### config.mk
export PLATFORM = sky130hd
export DESIGN_NAME = arqws_front
export DESIGN_NICKNAME = d
export VERILOG_FILES = /design/src/hdl/arqws_pkg.sv /design/src/hdl/arqws_front.sv
export SDC_FILE = /design/constraint.sdc
export NUM_CORES = 1
export LEC_CHECK = 0
export BUFFER_PORTS_ARGS = -buffer_cell sky130_fd_sc_hd__buf_4
export CORE_ASPECT_RATIO = 1.5
export CORE_MARGIN = 4
export CORE_UTILIZATION = 50
export CTS_BUF_LIST = sky130_fd_sc_hd__clkbuf_8
export CTS_CLUSTER_SIZE = 28
export DETAILED_ROUTE_END_ITERATION = 10
export PLACE_DENSITY = 0.79
export SYNTH_ARGS = -nofsm -noshare
export SYNTH_HDL_FRONTEND = slang
export SYNTH_SLANG_ARGS = --single-unit
### constraint.sdc
create_clock -name clk -period 2.2 [get_ports clk]
set_input_delay 0.22 -clock clk [delete_from_list [all_inputs] [get_ports clk]]
set_output_delay 0.22 -clock clk [all_outputs]
set_load 0.03 [all_outputs]
### src/hdl/arqws_pkg.sv
`timescale 1ns / 1ps
`default_nettype none

package arqws_pkg;

    // sequence-number space
    localparam int SN_BITS    = 12;
    localparam int SPACE      = 1 << SN_BITS;
    localparam int HALF_SPACE = SPACE >> 1;
    localparam int MAX_NACKS  = 63;

    // fixed field widths
    localparam int SN_IN_W    = 12;
    localparam int OUT_W      = 12;
    localparam int WIN_W      = 12;
    localparam int KIND_W     = 2;
    localparam int IN_DATA_W  = 16;
    localparam int OUT_DATA_W = 40;

    // window compare width, wide enough for both window reg and half space
    localparam int CMP_W = ((SN_BITS > WIN_W) ? SN_BITS : WIN_W) + 1;

    // gap list storage
    localparam int GAP_AW = (MAX_NACKS > 1) ? $clog2(MAX_NACKS) : 1;
    localparam int CNT_W  = $clog2(MAX_NACKS + 1);

    // front queue
    localparam int QDEPTH = 2;
    localparam int QPTR_W = (QDEPTH > 1) ? $clog2(QDEPTH) : 1;
    localparam int QCNT_W = $clog2(QDEPTH + 1);

    // configuration registers
    localparam int              PADDR_W       = 3;
    localparam logic [0:0]      REG_WINDOW    = 1'b0;
    localparam logic [WIN_W-1:0] WINDOW_RESET = WIN_W'(2048);

    typedef logic [SN_BITS-1:0] sn_t;

    typedef enum logic [1:0] {
        CMD_DELIVER = 2'd0,
        CMD_SKIP    = 2'd1,
        CMD_STATUS  = 2'd2
    } cmd_t;

    typedef enum logic [KIND_W-1:0] {
        KIND_DELIVERY = 2'd0,
        KIND_ACK      = 2'd1,
        KIND_NACK     = 2'd2
    } kind_t;

    typedef struct packed {
        cmd_t cmd;
        sn_t  sn;
    } q_item_t;

    typedef enum logic [3:0] {
        ST_CLEAR,
        ST_IDLE,
        ST_DLV,
        ST_ADV,
        ST_REPORT,
        ST_SCAN,
        ST_ACK,
        ST_NACK_RD,
        ST_NACK_OUT
    } state_t;

endpackage

`default_nettype wire

### src/hdl/arqws_front.sv
`timescale 1ns / 1ps
`default_nettype none

module arqws_front (
    input  wire logic                              clk,
    input  wire logic                              rst_n,
    input  wire logic                              s_tvalid,
    output logic                                   s_tready,
    input  wire logic [arqws_pkg::IN_DATA_W-1:0]   s_tdata,   // sn[11:0], dropped[12]
    input  wire logic                              s_tuser,   // op
    input  wire logic                              clear_busy,
    output logic                                   q_valid,
    output arqws_pkg::q_item_t                     q_item,
    input  wire logic                              q_pop
);

    arqws_pkg::q_item_t                 slot_reg [arqws_pkg::QDEPTH];
    logic [arqws_pkg::QPTR_W-1:0]       wr_ptr_reg, wr_ptr_next;
    logic [arqws_pkg::QPTR_W-1:0]       rd_ptr_reg, rd_ptr_next;
    logic [arqws_pkg::QCNT_W-1:0]       count_reg, count_next;
    arqws_pkg::q_item_t                 item_in;
    logic                               push;

    // classify
    always_comb
    begin
        item_in.sn = arqws_pkg::sn_t'(s_tdata[arqws_pkg::SN_IN_W-1:0]);
        priority if (s_tuser)
            item_in.cmd = arqws_pkg::CMD_STATUS;
        else if (s_tdata[arqws_pkg::SN_IN_W])
            item_in.cmd = arqws_pkg::CMD_SKIP;
        else
            item_in.cmd = arqws_pkg::CMD_DELIVER;
    end

    assign s_tready = (count_reg != arqws_pkg::QCNT_W'(arqws_pkg::QDEPTH)) && !clear_busy;
    assign push     = s_tvalid && s_tready;
    assign q_valid  = (count_reg != '0);
    assign q_item   = slot_reg[rd_ptr_reg];

    always_comb
    begin
        wr_ptr_next = wr_ptr_reg;
        rd_ptr_next = rd_ptr_reg;
        count_next  = count_reg;
        if (push)
        begin
            wr_ptr_next = (wr_ptr_reg == arqws_pkg::QPTR_W'(arqws_pkg::QDEPTH - 1))
                          ? '0 : wr_ptr_reg + arqws_pkg::QPTR_W'(1);
        end
        if (q_pop)
        begin
            rd_ptr_next = (rd_ptr_reg == arqws_pkg::QPTR_W'(arqws_pkg::QDEPTH - 1))
                          ? '0 : rd_ptr_reg + arqws_pkg::QPTR_W'(1);
        end
        if (push && !q_pop)
        begin
            count_next = count_reg + arqws_pkg::QCNT_W'(1);
        end
        else if (!push && q_pop)
        begin
            count_next = count_reg - arqws_pkg::QCNT_W'(1);
        end
    end

    always_ff @(posedge clk or negedge rst_n)
    begin
        if (!rst_n)
        begin
            wr_ptr_reg <= '0;
            rd_ptr_reg <= '0;
            count_reg  <= '0;
        end
        else
        begin
            wr_ptr_reg <= wr_ptr_next;
            rd_ptr_reg <= rd_ptr_next;
            count_reg  <= count_next;
        end
    end

    always_ff @(posedge clk)
    begin
        if (push)
        begin
            slot_reg[wr_ptr_reg] <= item_in;
        end
    end

endmodule

`default_nettype wire

* Word level (Yosys, flattened, before mapping)
Memory sizes are Yosys's and may differ from the RTL's.
Cells that the tools add are included.
** Storage, ports and cells
- Memories kept :: 1
- Input port bits :: 22
- Bits in writable memories :: 28
- Bits in registers :: 4
- Word-level logic and storage cells :: 26
- Output and inout port bits :: 16
** Memory list
- slot_reg :: words 2, width 14, read ports 1, clocked after Yosys merged registers in 0, wr ports 1, line arqws_front.sv:17 : arqws_pkg::q_item_t slot_reg [arqws_pkg::QDEPTH];
** Cells by class
- Muxes and demuxes :: 8
- Reductions and logical operators :: 9
- Add/sub/neg operators :: 4
- Eq/ne operators :: 1
** Operator list (count)
- 2-bit 2-to-1 mux :: 3
- 1-bit 2-to-1 mux :: 5
- 1-bit logical AND :: 4
- 2-bit nonzero test :: 2
- 1-bit zero test :: 3
- 1-bit adder, second input constant :: 2
- 2-bit by 1-bit adder with 2-bit output, second input constant :: 1
- 2-bit != test, second input constant :: 1
- 2-bit by 1-bit subtractor with 2-bit output, second input constant :: 1

* Longest topological paths before layout
Gate-level depths: netlist (run 1).
- Word-level depth :: 7
- Mapped depth :: 6

* Worst setup path after synthesis (run 1)
Ideal clock, no wire load.
- Kind :: register to register
- Start point :: reg count_reg[1] (netlist bit)
- End point :: mem slot_reg[0][0] (netlist bit), enable pin
- Path buffers :: 0
- Slack :: 342 ps
- Clock period less this slack :: 1858 ps
- Cell stages (with the launch flop) :: 4
- Arrival :: 1472 ps
- Library setup time :: 386 ps
- Cell sequence :: dfrtp_1 > nor2b_2 > nor3b_4 > nor2b_1
** Between the ends
- Cells in the longest elaborated chain, start to end :: 5
** RTL lines
- start, declared :: line arqws_front.sv:20 : logic [arqws_pkg::QCNT_W-1:0] count_reg, count_next;
- start signal, assigned :: line arqws_front.sv:78 : count_reg <= count_next;
- 2-bit != test :: line arqws_front.sv:36 : assign s_tready = (count_reg != arqws_pkg::QCNT_W'(arqws_pkg::QDEPTH)) && !clear_busy;
- 1-bit logical AND :: line arqws_front.sv:36
- 1-bit logical AND :: line arqws_front.sv:37 : assign push = s_tvalid && s_tready;
- 1-bit 2-to-1 mux :: line arqws_front.sv:84 : if (push)
- 1-bit 2-to-1 mux (not written as such) :: line arqws_front.sv:86 : slot_reg[wr_ptr_reg] <= item_in;
- end, declared :: line arqws_front.sv:17
Every way passes these cells.

==> flow_summary.html, run 1 <==
<table>
<tr><th>Metric</th><th>Value</th></tr>
<tr><th colspan="2">Clocking</th></tr>
<tr><td>Clock latency on the worst-skew pair</td><td>0.28 ns</td></tr>
<tr><td>Setup Fix Bufs, Post-CTS</td><td>0</td></tr>
<tr><td>TritonCTS buffer count</td><td>5</td></tr>
<tr><td>Maximum level of the CTS H-tree</td><td>2</td></tr>
<tr><td>Cell chosen for the clock root</td><td>sky130_fd_sc_hd__clkbuf_8</td></tr>
<tr><td>Clock-pin slew of the registers on the worst-case setup and hold paths</td><td>roughly 0.06 ns</td></tr>
<tr><td>Count of instances resized after the clock tree is built</td><td>0</td></tr>
<tr><td>Largest buffer count on any clock path</td><td>2</td></tr>
<tr><td>Post-cts hold buffer count</td><td>1</td></tr>
<tr><td>CTS Sinks</td><td>32</td></tr>
<tr><td>TritonCTS clock tree</td><td>yes</td></tr>
<tr><th colspan="2">Finish</th></tr>
<tr><td>Number of flip-flops under the largest register name</td><td>28</td></tr>
<tr><td>Number of nets in the layout</td><td>131</td></tr>
<tr><td>Utilization after layout</td><td>72.47%</td></tr>
<tr><td>Fraction of final layout cells sized beyond drive strength 1</td><td>48.62%</td></tr>
<tr><td>Number of diodes</td><td>0</td></tr>
<tr><td>Growth of design area from synthesis to finish</td><td>34.14%</td></tr>
<tr><th colspan="2">Global route</th></tr>
<tr><td>GRT overflow</td><td>0</td></tr>
<tr><td>Global-route usage over all layers</td><td>14.39%</td></tr>
<tr><td>Maximum number of pins on one net before global-route repair</td><td>16</td></tr>
<tr><td>Number of antenna violations at the first check in global routing</td><td>0</td></tr>
<tr><td>Via count of the first global-routing pass</td><td>about 740</td></tr>
<tr><td>Wire length of the first global-routing pass</td><td>3415 microns</td></tr>
<tr><th colspan="2">Yosys</th></tr>
<tr><td>Mean cell area of the mapped netlist</td><td>19.60 sq um</td></tr>
<tr><td>Count of mapped cells out of synthesis</td><td>63</td></tr>
<tr><td>Count of unique library cells instantiated by Yosys</td><td>16</td></tr>
<tr><td>Library cell with the highest instance count after synthesis</td><td>sky130_fd_sc_hd__edfxtp_1</td></tr>
<tr><td>Synth async-reset ratio</td><td>12.50%</td></tr>
<tr><td>Netlist area before placement</td><td>1235 sq um</td></tr>
<tr><td>Top flip-flop cell by instance count after synthesis</td><td>sky130_fd_sc_hd__edfxtp_1</td></tr>
<tr><td>Total number of yosys warnings</td><td>0</td></tr>
<tr><td>Number of enable-type register cells in the synthesized netlist</td><td>28</td></tr>
<tr><td>Portion of the post-synthesis area used by sequential elements</td><td>76.19%</td></tr>
<tr><td>Post-synth net total</td><td>86</td></tr>
<tr><td>Most used standard cells in the synthesized netlist</td><td>sky130_fd_sc_hd__edfxtp_1, sky130_fd_sc_hd__mux2_1, sky130_fd_sc_hd__mux2_2</td></tr>
<tr><td>Post-synthesis cell type with the largest combined area</td><td>sky130_fd_sc_hd__edfxtp_1</td></tr>
<tr><td>Top cell type's share of synthesized area</td><td>around two thirds</td></tr>
<tr><td>Top cells by area in the synthesized netlist</td><td>sky130_fd_sc_hd__edfxtp_1, sky130_fd_sc_hd__mux2_1, sky130_fd_sc_hd__dfrtp_1</td></tr>
<tr><td>Flop and latch count out of synthesis</td><td>32</td></tr>
<tr><th colspan="2">Worst hold path</th></tr>
<tr><td>Hold crit path type</td><td>input port to register</td></tr>
<tr><th colspan="2">Drt</th></tr>
<tr><td>1st-iter DRT viols</td><td>19</td></tr>
<tr><td>WL/cell</td><td>approximately 16 microns</td></tr>
<tr><td>Average vias per placed instance</td><td>just over 5</td></tr>
<tr><td>Number of nets still failing antenna checks after routing</td><td>0</td></tr>
<tr><td>Total length of routed wires</td><td>2046 microns</td></tr>
<tr><td>Remaining design rule violation count</td><td>0</td></tr>
<tr><td>Number of search-and-repair iterations in the first detailed-routing pass</td><td>3</td></tr>
<tr><td>Detailed-route via count</td><td>670</td></tr>
<tr><th colspan="2">STA</th></tr>
<tr><td>Max-slew headroom at the worst pin</td><td>58.33%</td></tr>
<tr><td>Highest clock frequency the design can meet</td><td>roughly 550 MHz</td></tr>
<tr><td>Transition time at the pin with the least slew margin</td><td>0.6251 ns</td></tr>
<tr><td>Unrepaired setup endpoints after global routing</td><td>no</td></tr>
<tr><td>Max Transition Viols Final</td><td>0</td></tr>
<tr><td>Final critical path time including I/O delays and setup</td><td>1.817 ns</td></tr>
<tr><td>Count of endpoints failing hold in the final timing report</td><td>0</td></tr>
<tr><td>Layout Skew</td><td>0.005277 ns</td></tr>
<tr><td>Count of final setup violators</td><td>0</td></tr>
<tr><td>Final total negative setup slack</td><td>0 ns</td></tr>
<tr><td>Post-route fraction of the period consumed by the critical path</td><td>82.61%</td></tr>
<tr><th colspan="2">Critical path</th></tr>
<tr><td>Max FO, Critical Path</td><td>15</td></tr>
<tr><td>Critical path launch point type</td><td>register</td></tr>
<tr><td>Worst Path Arrival</td><td>roughly 1.6 ns</td></tr>
<tr><td>Worst path required time</td><td>roughly 2.0 ns</td></tr>
<tr><td>Kind of end point of the critical path</td><td>primary output</td></tr>
<tr><td>Class of the most critical setup path</td><td>register to primary output</td></tr>
<tr><th colspan="2">Die</th></tr>
<tr><td>FP Rows</td><td>21</td></tr>
<tr><td>I/O pin total</td><td>38</td></tr>
<tr><td>Starting utilization of the core area</td><td>54.02%</td></tr>
<tr><td>CORE AREA</td><td>2286 sq um</td></tr>
<tr><td>Width of the die</td><td>48.58 microns</td></tr>
<tr><td>Height of the die</td><td>68.87 microns</td></tr>
<tr><td>Die footprint</td><td>between 3000 and 4000 sq um</td></tr>
<tr><th colspan="2">Power</th></tr>
<tr><td>Peak supply drop</td><td>between 0.6 and 0.7 mV</td></tr>
<tr><td>Total leakage power</td><td>approximately 0.66 nW</td></tr>
<tr><td>Power Density</td><td>1255 nW/um^2</td></tr>
<tr><th colspan="2">Run status</th></tr>
<tr><td>Status</td><td>complete, no violations</td></tr>
<tr><th colspan="2">Placed design</th></tr>
<tr><td>Port-buffer cells</td><td>34</td></tr>
<tr><td>HPWL after detailed placement</td><td>1549 microns</td></tr>
<tr><td>Final estimated routing congestion in global placement</td><td>0.6439</td></tr>
<tr><th colspan="2">Run</th></tr>
<tr><td>MaxCap Viol Count</td><td>0</td></tr>
</table>
-- logic make-up after synthesis --
kind of cell	Yosys count	synth area share, %
XOR/XNOR	5	3.546
flip-flops	32	76.19
AND/OR/NAND/NOR	8	4.864
adder cells (fa/ha/maj)	1	1.013
buffers and inverters	3	1.620
multiplexers	14	12.77
-- metrics by stage --
stage	instance area, sq um	hold WS, ns	cells	total power, W	setup WS (ns)
2_1_floorplan	1235	-0.07559	63	0.001328	0.3416
4_1_cts	1657	0.1103	132	0.002112	0.3430
6_report	1657	0.1230	132	0.002079	0.3827
5_1_grt	1657	0.1027	132	0.002189	0.2906
3_5_place_dp	1540	0.01996	123	0.001577	0.5525
3_3_place_gp	1540	0.01793	123	0.001556	0.5922
-- final cells by class --
type                            count  area, sq um
Tap cell                           23        28.78
Multi-Input combinational cell     28        274.0
Clock buffer                        5        68.82
Clock inverter                      3        37.54
Inverter                            1        3.754
Fill cell                         162        629.4
Timing Repair Buffer               40        302.8
Sequential cell                    32        940.9
-- layout by cell type (no fill, tap or decap) --
master and instances:
sky130_fd_sc_hd__nor2b_2 1, sky130_fd_sc_hd__ha_1 1, sky130_fd_sc_hd__clkinv_1 2, sky130_fd_sc_hd__nor3b_4 1, sky130_fd_sc_hd__clkbuf_8 5, sky130_fd_sc_hd__nor2_1 2
sky130_fd_sc_hd__and2_1 1, sky130_fd_sc_hd__nor2b_1 2, sky130_fd_sc_hd__bufinv_16 1, sky130_fd_sc_hd__dlygate4sd3_1 1, sky130_fd_sc_hd__xnor2_1 1, sky130_fd_sc_hd__or2_2 1
sky130_fd_sc_hd__mux2_2 5, sky130_fd_sc_hd__inv_1 1, sky130_fd_sc_hd__buf_4 39, sky130_fd_sc_hd__xor2_1 4, sky130_fd_sc_hd__edfxtp_1 28, sky130_fd_sc_hd__mux2_1 9
sky130_fd_sc_hd__dfrtp_1 4
-- path summary, 6_finish.rpt --
check / slack, ns / start / to / cells past startpoint
max in group asynchronous: 1.82 / rst_n / rd_ptr_reg / 2
min reg2reg: 0.49 / wr_ptr_reg / wr_ptr_reg / 1
min: 0.12 / s_tdata[9] / slot_reg[0][9] / 1
max reg2reg: 0.57 / count_reg[1] / slot_reg[1][0] / 4
min in group asynchronous: 0.28 / rst_n / count_reg[0] / 2
max: 0.38 / rd_ptr_reg / q_item[4] / 2
-- worst max-delay path, stage by stage, from the launching register on --
cell                      delay (ns)
sky130_fd_sc_hd__dfrtp_1        0.74
sky130_fd_sc_hd__mux2_2         0.41
sky130_fd_sc_hd__buf_4          0.17
-- report_power, final --
part | switching, W | internal [W]
Sequential | 0.0000978 | 0.000772
Combinational | 0.000372 | 0.000311
Clock | 0.000197 | 0.000329
Total | 0.000667 | 0.00141
-- metal layers --
metal	share of wire, %	routed length (microns)	track usage [%]	vias to the layer above
li1	-	-	-	321
met1	36	732	13.58	322
met2	56	1139	25.65	20
met3	5.7	117	6.667	7
met4	2.8	57	8.081	0
met5	0	0	0	-
(Power assumes the default switching activity.)
==> run 2: changes to the inputs <==
--- a/config.mk
+++ b/config.mk
@@ -8,11 +8,11 @@
 export BUFFER_PORTS_ARGS = -buffer_cell sky130_fd_sc_hd__buf_4
 export CORE_ASPECT_RATIO = 1.5
 export CORE_MARGIN = 4
-export CORE_UTILIZATION = 50
+export CORE_UTILIZATION = 47
 export CTS_BUF_LIST = sky130_fd_sc_hd__clkbuf_8
 export CTS_CLUSTER_SIZE = 28
 export DETAILED_ROUTE_END_ITERATION = 10
-export PLACE_DENSITY = 0.79
+export PLACE_DENSITY = 0.78
 export SYNTH_ARGS = -nofsm -noshare
 export SYNTH_HDL_FRONTEND = slang
 export SYNTH_SLANG_ARGS = --single-unit
==> constraint.sdc (replaced) <==
create_clock -name clk -period 1.53 [get_ports clk]
set_input_delay 0.153 -clock clk [delete_from_list [all_inputs] [get_ports clk]]
set_output_delay 0.153 -clock clk [all_outputs]
set_load 0.03 [all_outputs]
==> flow_summary.html, run 2 (synthesis results as in run 1) <==
<table>
<tr><th>Metric</th><th>Value</th></tr>
<tr><th colspan="2">Die</th></tr>
<tr><td>Die footprint</td><td>3529 sq um (+5.5%)</td></tr>
<tr><td>Starting utilization of the core area</td><td>49.85% (-4.2 points)</td></tr>
<tr><td>I/O pin total</td><td>38 (unchanged)</td></tr>
<tr><td>Height of the die</td><td>70.78 microns (+2.8%)</td></tr>
<tr><td>Width of the die</td><td>49.86 microns (+2.6%)</td></tr>
<tr><td>CORE AREA</td><td>2477 sq um (+8.4%)</td></tr>
<tr><td>FP Rows</td><td>22 (+4.8%)</td></tr>
<tr><th colspan="2">Power</th></tr>
<tr><td>Power Density</td><td>1807 nW/um^2 (+44%)</td></tr>
<tr><td>Total leakage power</td><td>0.7553 nW (+14%)</td></tr>
<tr><td>Total power of the final layout</td><td>0.003269 W (+57%)</td></tr>
<tr><td>Peak supply drop</td><td>0.9670 mV (+39%)</td></tr>
<tr><th colspan="2">Run status</th></tr>
<tr><td>Status</td><td>complete, no violations</td></tr>
<tr><th colspan="2">Global route</th></tr>
<tr><td>Number of antenna violations at the first check in global routing</td><td>0 (unchanged)</td></tr>
<tr><td>Global-route usage over all layers</td><td>13.29% (-1.1 points)</td></tr>
<tr><td>GRT overflow</td><td>0 (unchanged)</td></tr>
<tr><td>Via count of the first global-routing pass</td><td>717 (-3.6%)</td></tr>
<tr><td>Wire length of the first global-routing pass</td><td>3298 microns (-3.4%)</td></tr>
<tr><td>Maximum number of pins on one net before global-route repair</td><td>15 (-1)</td></tr>
<tr><th colspan="2">Clocking</th></tr>
<tr><td>Clock latency on the worst-skew pair</td><td>0.27 ns (about the same)</td></tr>
<tr><td>Maximum level of the CTS H-tree</td><td>2 (unchanged)</td></tr>
<tr><td>Cell chosen for the clock root</td><td>sky130_fd_sc_hd__clkbuf_8</td></tr>
<tr><td>TritonCTS buffer count</td><td>5 (unchanged)</td></tr>
<tr><td>Largest buffer count on any clock path</td><td>2 (unchanged)</td></tr>
<tr><td>CTS Sinks</td><td>32 (unchanged)</td></tr>
<tr><td>TritonCTS clock tree</td><td>yes</td></tr>
<tr><td>Clock-pin slew of the registers on the worst-case setup and hold paths</td><td>0.06 ns (about the same)</td></tr>
<tr><th colspan="2">Placed design</th></tr>
<tr><td>HPWL after detailed placement</td><td>1486 microns (-4.1%)</td></tr>
<tr><td>Final estimated routing congestion in global placement</td><td>0.6273 (-2.6%)</td></tr>
<tr><td>Port-buffer cells</td><td>34 (unchanged)</td></tr>
<tr><td>Placed insts</td><td>125 (+1.6%)</td></tr>
<tr><th colspan="2">STA</th></tr>
<tr><td>WHS</td><td>0.05723 ns (-0.06578 ns)</td></tr>
<tr><td>Post-route fraction of the period consumed by the critical path</td><td>97.80%</td></tr>
<tr><td>Count of final setup violators</td><td>0 (unchanged)</td></tr>
<tr><td>Count of endpoints failing hold in the final timing report</td><td>0 (unchanged)</td></tr>
<tr><td>Max-slew headroom at the worst pin</td><td>85.15% (+27 points)</td></tr>
<tr><td>Highest clock frequency the design can meet</td><td>668.3 MHz</td></tr>
<tr><td>Transition time at the pin with the least slew margin</td><td>0.2225 ns (-0.4026 ns)</td></tr>
<tr><td>Final total negative setup slack</td><td>0 ns (unchanged)</td></tr>
<tr><td>Unrepaired setup endpoints after global routing</td><td>yes</td></tr>
<tr><td>Max Transition Viols Final</td><td>0 (unchanged)</td></tr>
<tr><td>Final critical path time including I/O delays and setup</td><td>1.496 ns</td></tr>
<tr><td>Layout Skew</td><td>0.003508 ns (-0.001769 ns)</td></tr>
<tr><th colspan="2">Finish</th></tr>
<tr><td>Growth of design area from synthesis to finish</td><td>46.50%</td></tr>
<tr><td>Most common library cell in the layout ignoring fill and taps</td><td>sky130_fd_sc_hd__edfxtp_1</td></tr>
<tr><td>Commonest cells after routing, fill and taps aside</td><td>sky130_fd_sc_hd__edfxtp_1, sky130_fd_sc_hd__buf_4, sky130_fd_sc_hd__buf_6, sky130_fd_sc_hd__mux2_4, sky130_fd_sc_hd__clkbuf_8</td></tr>
<tr><td>Number of diodes</td><td>0 (unchanged)</td></tr>
<tr><td>Number of flip-flops under the largest register name</td><td>28 (unchanged)</td></tr>
<tr><td>Number of nets in the layout</td><td>135 (+3.1%)</td></tr>
<tr><td>Fraction of final layout cells sized beyond drive strength 1</td><td>61.95% (+13 points)</td></tr>
<tr><td>Final Instance Count excl. Fillers</td><td>137 (+3.8%)</td></tr>
<tr><td>Utilization after layout</td><td>73.03% (+0.56 points)</td></tr>
<tr><th colspan="2">Critical path</th></tr>
<tr><td>Kind of end point of the critical path</td><td>primary output</td></tr>
<tr><td>Critical path origin</td><td>rd_ptr_reg</td></tr>
<tr><td>Register-to-Register Setup Slack</td><td>0.05 ns (-0.52 ns)</td></tr>
<tr><td>R2r startpoint</td><td>count_reg[1]</td></tr>
<tr><td>Critical path launch point type</td><td>register</td></tr>
<tr><td>Max FO, Critical Path</td><td>7 (-8)</td></tr>
<tr><td>Capturing instance or port of the critical path</td><td>q_item[11]</td></tr>
<tr><td>Worst Path Arrival</td><td>1.34 ns (-0.26 ns)</td></tr>
<tr><td>Reg-to-Reg End</td><td>count_reg[1]</td></tr>
<tr><td>Class of the most critical setup path</td><td>register to primary output</td></tr>
<tr><td>Worst path required time</td><td>1.38 ns (-0.60 ns)</td></tr>
<tr><td>Worst reg-to-reg path cell count</td><td>6 (+2)</td></tr>
<tr><th colspan="2">Worst hold path</th></tr>
<tr><td>Hold crit path type</td><td>input port to register</td></tr>
<tr><th colspan="2">Drt</th></tr>
<tr><td>1st-iter DRT viols</td><td>9 (-10)</td></tr>
<tr><td>Number of nets still failing antenna checks after routing</td><td>0 (unchanged)</td></tr>
<tr><td>Total length of routed wires</td><td>2088 microns (+2.1%)</td></tr>
<tr><td>Average vias per placed instance</td><td>5.029 (-0.92%)</td></tr>
<tr><td>WL/cell</td><td>15.24 microns (-1.7%)</td></tr>
<tr><td>Number of search-and-repair iterations in the first detailed-routing pass</td><td>4 (+1)</td></tr>
<tr><td>Detailed-route via count</td><td>689 (+2.8%)</td></tr>
<tr><td>Remaining design rule violation count</td><td>0 (unchanged)</td></tr>
<tr><th colspan="2">Run</th></tr>
<tr><td>MaxCap Viol Count</td><td>0 (unchanged)</td></tr>
</table>
==> run 2: cell types whose count changed in the layout (fill, tap and decap cells not counted), sizes merged <==
cell,before,now
buf,39,42
clkbuf,5,7
clkinv,2,0
inv,1,3
bufinv,1,0
==> run 2: worst max-delay path: stages (launching register included) <==
cell,delay [ns]
sky130_fd_sc_hd__dfrtp_2,0.45
sky130_fd_sc_hd__clkbuf_16,0.18
sky130_fd_sc_hd__mux2_4,0.30
sky130_fd_sc_hd__buf_6,0.14
==> run 2: worst min path at each step <==
stage          start            to  slack [ns]  depth (start not counted)
6_report       q_pop    rd_ptr_reg        0.06                          2
5_1_grt        q_pop    rd_ptr_reg        0.04                          2
4_1_cts        q_pop    rd_ptr_reg        0.05                          2
3_5_place_dp   rst_n  count_reg[0]       -0.05                          1
3_3_place_gp   rst_n  count_reg[0]       -0.05                          1
2_1_floorplan  rst_n  count_reg[0]       -0.14                          0
==> run 2: layout make-up <==
cell class,count,area (sq um)
flip-flops and latches,32,942.2
inverters,1,3.754
well taps,24,30.03
clock buffers,6,82.58
clock inverters,2,7.507
multi-input cells,28,324.1
fillers,168,668.1
repair buffers,44,419.2
==> run 2: metal layers <==
metal	routed length (microns)	up-vias	part of all wire, %	GRT usage, %
li1	-	330	-	-
met1	723	334	35	12.93
met2	1210	19	58	22.53
met3	113	6	5.4	5.263
met4	40	0	1.9	9.231
met5	0	-	0	0
==> run 2: through the flow <==
stage	area [sq um]	setup WS (ns)
2_1_floorplan	1244	0.08586
6_report	1809	0.03361
5_1_grt	1809	-0.08171
3_3_place_gp	1570	0.05470
3_5_place_dp	1570	0.02521
4_1_cts	1678	0.01718
==> run 2: power by group <==
part / switching (W) / total, W / internal (W) / leakage, nW
logic: 0.000672 / 0.00144 / 0.000772 / 0.400
registers: 0.0000988 / 0.00121 / 0.00112 / 0.302
clock network: 0.000259 / 0.000611 / 0.000352 / 0.0538
==> run 2: timing repair <==
action / 4_1_cts / 5_1_grt
hold buffers: 1 / 0
setup endpoints to repair: 1 / 33
cloned: 0 / 1
pin swaps: 0 / 3
buffers inserted: 1 / 1
endpoints found under the hold margin: 4 / 0
resized for setup: 0 / 29
==> run 3: changes to the inputs <==
--- a/config.mk
+++ b/config.mk
@@ -13,6 +13,7 @@
 export CTS_CLUSTER_SIZE = 28
 export DETAILED_ROUTE_END_ITERATION = 10
 export PLACE_DENSITY = 0.78
+export REMOVE_ABC_BUFFERS = 1
 export SYNTH_ARGS = -nofsm -noshare
 export SYNTH_HDL_FRONTEND = slang
 export SYNTH_SLANG_ARGS = --single-unit
==> flow_summary.html, run 3 (synthesis results as in run 1) <==
<table>
<tr><th>Metric</th><th>Value</th></tr>
<tr><th colspan="2">Die</th></tr>
<tr><td>FP Rows</td><td>22 (unchanged)</td></tr>
<tr><td>Die footprint</td><td>3529 sq um (unchanged)</td></tr>
<tr><td>CORE AREA</td><td>2477 sq um (unchanged)</td></tr>
<tr><td>Starting utilization of the core area</td><td>49.85% (unchanged)</td></tr>
<tr><td>Height of the die</td><td>70.78 microns (unchanged)</td></tr>
<tr><td>I/O pin total</td><td>38 (unchanged)</td></tr>
<tr><td>Width of the die</td><td>49.86 microns (unchanged)</td></tr>
<tr><th colspan="2">Critical path</th></tr>
<tr><td>Class of the most critical setup path</td><td>register to primary output</td></tr>
<tr><td>Worst reg-to-reg path cell count</td><td>5 (-1)</td></tr>
<tr><td>Register-to-Register Setup Slack</td><td>0.08 ns (+0.03 ns)</td></tr>
<tr><td>R2r startpoint</td><td>count_reg[1]</td></tr>
<tr><td>Slowest cell delay on critical path</td><td>0.45 ns (about the same)</td></tr>
<tr><td>Kind of end point of the critical path</td><td>primary output</td></tr>
<tr><td>Crit-path leading delay family</td><td>flip-flops</td></tr>
<tr><td>Levels on crit path</td><td>3 (unchanged)</td></tr>
<tr><td>Cell with the biggest individual delay on the critical path</td><td>sky130_fd_sc_hd__dfrtp_2</td></tr>
<tr><td>Critical path launch point type</td><td>register</td></tr>
<tr><td>Capturing instance or port of the critical path</td><td>q_item[12]</td></tr>
<tr><td>Worst Path Buf+Inv</td><td>2 (unchanged)</td></tr>
<tr><td>Max FO, Critical Path</td><td>7 (unchanged)</td></tr>
<tr><td>Reg-to-Reg End</td><td>count_reg[1]</td></tr>
<tr><td>Worst path required time</td><td>1.38 ns (about the same)</td></tr>
<tr><td>Worst Path Arrival</td><td>1.36 ns (+0.02 ns)</td></tr>
<tr><td>Critical path origin</td><td>rd_ptr_reg</td></tr>
<tr><td>Critical-path cell list</td><td>clkbuf_16 &gt; mux2_4 &gt; buf_6</td></tr>
<tr><th colspan="2">Run</th></tr>
<tr><td>MaxCap Viol Count</td><td>0 (unchanged)</td></tr>
<tr><th colspan="2">STA</th></tr>
<tr><td>Final critical path time including I/O delays and setup</td><td>1.509 ns (+0.01286 ns)</td></tr>
<tr><td>Count of endpoints failing hold in the final timing report</td><td>0 (unchanged)</td></tr>
<tr><td>Highest clock frequency the design can meet</td><td>662.6 MHz (-0.85%)</td></tr>
<tr><td>Post-route fraction of the period consumed by the critical path</td><td>98.64% (+0.84 points)</td></tr>
<tr><td>Count of final setup violators</td><td>0 (unchanged)</td></tr>
<tr><td>Max-slew headroom at the worst pin</td><td>86.19% (+1.0 points)</td></tr>
<tr><td>Unrepaired setup endpoints after global routing</td><td>yes</td></tr>
<tr><td>Transition time at the pin with the least slew margin</td><td>0.2069 ns (-0.01561 ns)</td></tr>
<tr><td>Layout Skew</td><td>0.004773 ns (+0.001264 ns)</td></tr>
<tr><td>Max Transition Viols Final</td><td>0 (unchanged)</td></tr>
<tr><th colspan="2">Finish</th></tr>
<tr><td>Number of diodes</td><td>0 (unchanged)</td></tr>
<tr><td>Number of nets in the layout</td><td>134 (-0.74%)</td></tr>
<tr><td>Fraction of final layout cells sized beyond drive strength 1</td><td>58.93% (-3.0 points)</td></tr>
<tr><td>Commonest cells after routing, fill and taps aside</td><td>sky130_fd_sc_hd__edfxtp_1, sky130_fd_sc_hd__buf_4, sky130_fd_sc_hd__buf_6, sky130_fd_sc_hd__mux2_4, sky130_fd_sc_hd__mux2_2</td></tr>
<tr><td>Growth of design area from synthesis to finish</td><td>45.09%</td></tr>
<tr><td>Most common library cell in the layout ignoring fill and taps</td><td>sky130_fd_sc_hd__edfxtp_1</td></tr>
<tr><td>Final Instance Count excl. Fillers</td><td>136 (-0.73%)</td></tr>
<tr><td>Utilization after layout</td><td>72.32% (-0.71 points)</td></tr>
<tr><td>Number of flip-flops under the largest register name</td><td>28 (unchanged)</td></tr>
<tr><th colspan="2">Clocking</th></tr>
<tr><td>Clock latency on the worst-skew pair</td><td>0.28 ns (about the same)</td></tr>
<tr><td>Clock-pin slew of the registers on the worst-case setup and hold paths</td><td>0.06 ns (about the same)</td></tr>
<tr><td>Maximum level of the CTS H-tree</td><td>2 (unchanged)</td></tr>
<tr><td>Cell chosen for the clock root</td><td>sky130_fd_sc_hd__clkbuf_8</td></tr>
<tr><td>TritonCTS clock tree</td><td>yes</td></tr>
<tr><td>Largest buffer count on any clock path</td><td>2 (unchanged)</td></tr>
<tr><td>TritonCTS buffer count</td><td>5 (unchanged)</td></tr>
<tr><td>CTS Sinks</td><td>32 (unchanged)</td></tr>
<tr><th colspan="2">Run status</th></tr>
<tr><td>Status</td><td>complete, no violations</td></tr>
<tr><th colspan="2">Global route</th></tr>
<tr><td>Maximum number of pins on one net before global-route repair</td><td>15 (unchanged)</td></tr>
<tr><td>Wire length of the first global-routing pass</td><td>3187 microns (-3.4%)</td></tr>
<tr><td>GRT overflow</td><td>0 (unchanged)</td></tr>
<tr><td>Number of antenna violations at the first check in global routing</td><td>0 (unchanged)</td></tr>
<tr><td>Via count of the first global-routing pass</td><td>758 (+5.7%)</td></tr>
<tr><td>Global-route usage over all layers</td><td>12.72% (-0.57 points)</td></tr>
<tr><th colspan="2">Power</th></tr>
<tr><td>Power Density</td><td>1797 nW/um^2 (-0.53%)</td></tr>
<tr><td>Peak supply drop</td><td>1.042 mV (+7.7%)</td></tr>
<tr><td>Total leakage power</td><td>0.7401 nW (-2.0%)</td></tr>
<tr><td>Total power of the final layout</td><td>0.003220 W (-1.5%)</td></tr>
<tr><th colspan="2">Worst hold path</th></tr>
<tr><td>Hold crit path type</td><td>input port to register</td></tr>
<tr><th colspan="2">Placed design</th></tr>
<tr><td>Final estimated routing congestion in global placement</td><td>0.6284 (+0.18%)</td></tr>
<tr><td>HPWL after detailed placement</td><td>1389 microns (-6.6%)</td></tr>
<tr><td>Placed insts</td><td>122 (-2.4%)</td></tr>
<tr><td>Port-buffer cells</td><td>34 (unchanged)</td></tr>
<tr><th colspan="2">Drt</th></tr>
<tr><td>Average vias per placed instance</td><td>5.088 (+1.2%)</td></tr>
<tr><td>Total length of routed wires</td><td>2167 microns (+3.8%)</td></tr>
<tr><td>1st-iter DRT viols</td><td>12 (+3)</td></tr>
<tr><td>Remaining design rule violation count</td><td>0 (unchanged)</td></tr>
<tr><td>WL/cell</td><td>15.93 microns (+4.5%)</td></tr>
<tr><td>Detailed-route via count</td><td>692 (+0.44%)</td></tr>
<tr><td>Number of nets still failing antenna checks after routing</td><td>0 (unchanged)</td></tr>
<tr><td>Number of search-and-repair iterations in the first detailed-routing pass</td><td>4 (unchanged)</td></tr>
</table>
## run 3: final cells by class
class,count,area [sq um]
Clock buffer,5,68.82
Sequential cell,32,942.2
Tap cell,24,30.03
Multi-Input combinational cell,28,311.5
Timing Repair Buffer,43,424.2
Inverter,1,3.754
Fill cell,157,685.7
Clock inverter,3,11.26
## run 3: worst min-delay path by stage
| stage | start | endpoint | slack [ns] | depth (start not counted) |
|---|---|---|---|---|
| after floorplan | rst_n | count_reg[0] | -0.14 | 0 |
| after global placement | rst_n | wr_ptr_reg | -0.05 | 1 |
| after detailed placement | rst_n | wr_ptr_reg | -0.05 | 1 |
| after CTS | s_tdata[1] | slot_reg[0][1] | 0.05 | 1 |
| after global routing | s_tdata[1] | slot_reg[1][1] | 0.04 | 1 |
| final | s_tdata[1] | slot_reg[0][1] | 0.06 | 1 |
## run 3: what timing repair did
item                       in CTS  in global routing
resized for setup               1                 28
hold buffers                    1                  0
hold endpoints to repair        4                  0
pin swaps                       3                  4
buffers inserted                2                  2
gates cloned                    0                  1
setup endpoints to repair      17                 43
## run 3: through the flow
stage / TNS (ns) / hold slack [ns] / instance area [sq um] / setup slack [ns]
6_report: 0 / 0.05563 / 1792 / 0.02075
5_1_grt: -0.4014 / 0.04147 / 1792 / -0.04308
4_1_cts: -0.007118 / 0.04714 / 1660 / -0.007118
3_5_place_dp: 0 / -0.04783 / 1551 / 0.02370
3_3_place_gp: 0 / -0.04765 / 1551 / 0.05424
2_1_floorplan: -4.974 / -0.1426 / 1219 / -0.3284
## run 3: routing by layer
metal | wire (microns) | GRT usage (%) | part of all wire [%] | vias up
met2 | 1197 | 22.97 | 55 | 28
met3 | 193 | 7.789 | 8.9 | 6
met5 | 0 | 0 | 0 | -
li1 | - | - | - | 328
met1 | 728 | 9.845 | 34 | 330
met4 | 47 | 7.385 | 2.2 | 0
## run 3: report_power, final
group	leakage, nW	switching (W)	internal (W)
clock	0.0482	0.000273	0.000302
combinational	0.390	0.000672	0.000764
sequential	0.302	0.0000936	0.00112
total	0.740	0.00104	0.00218
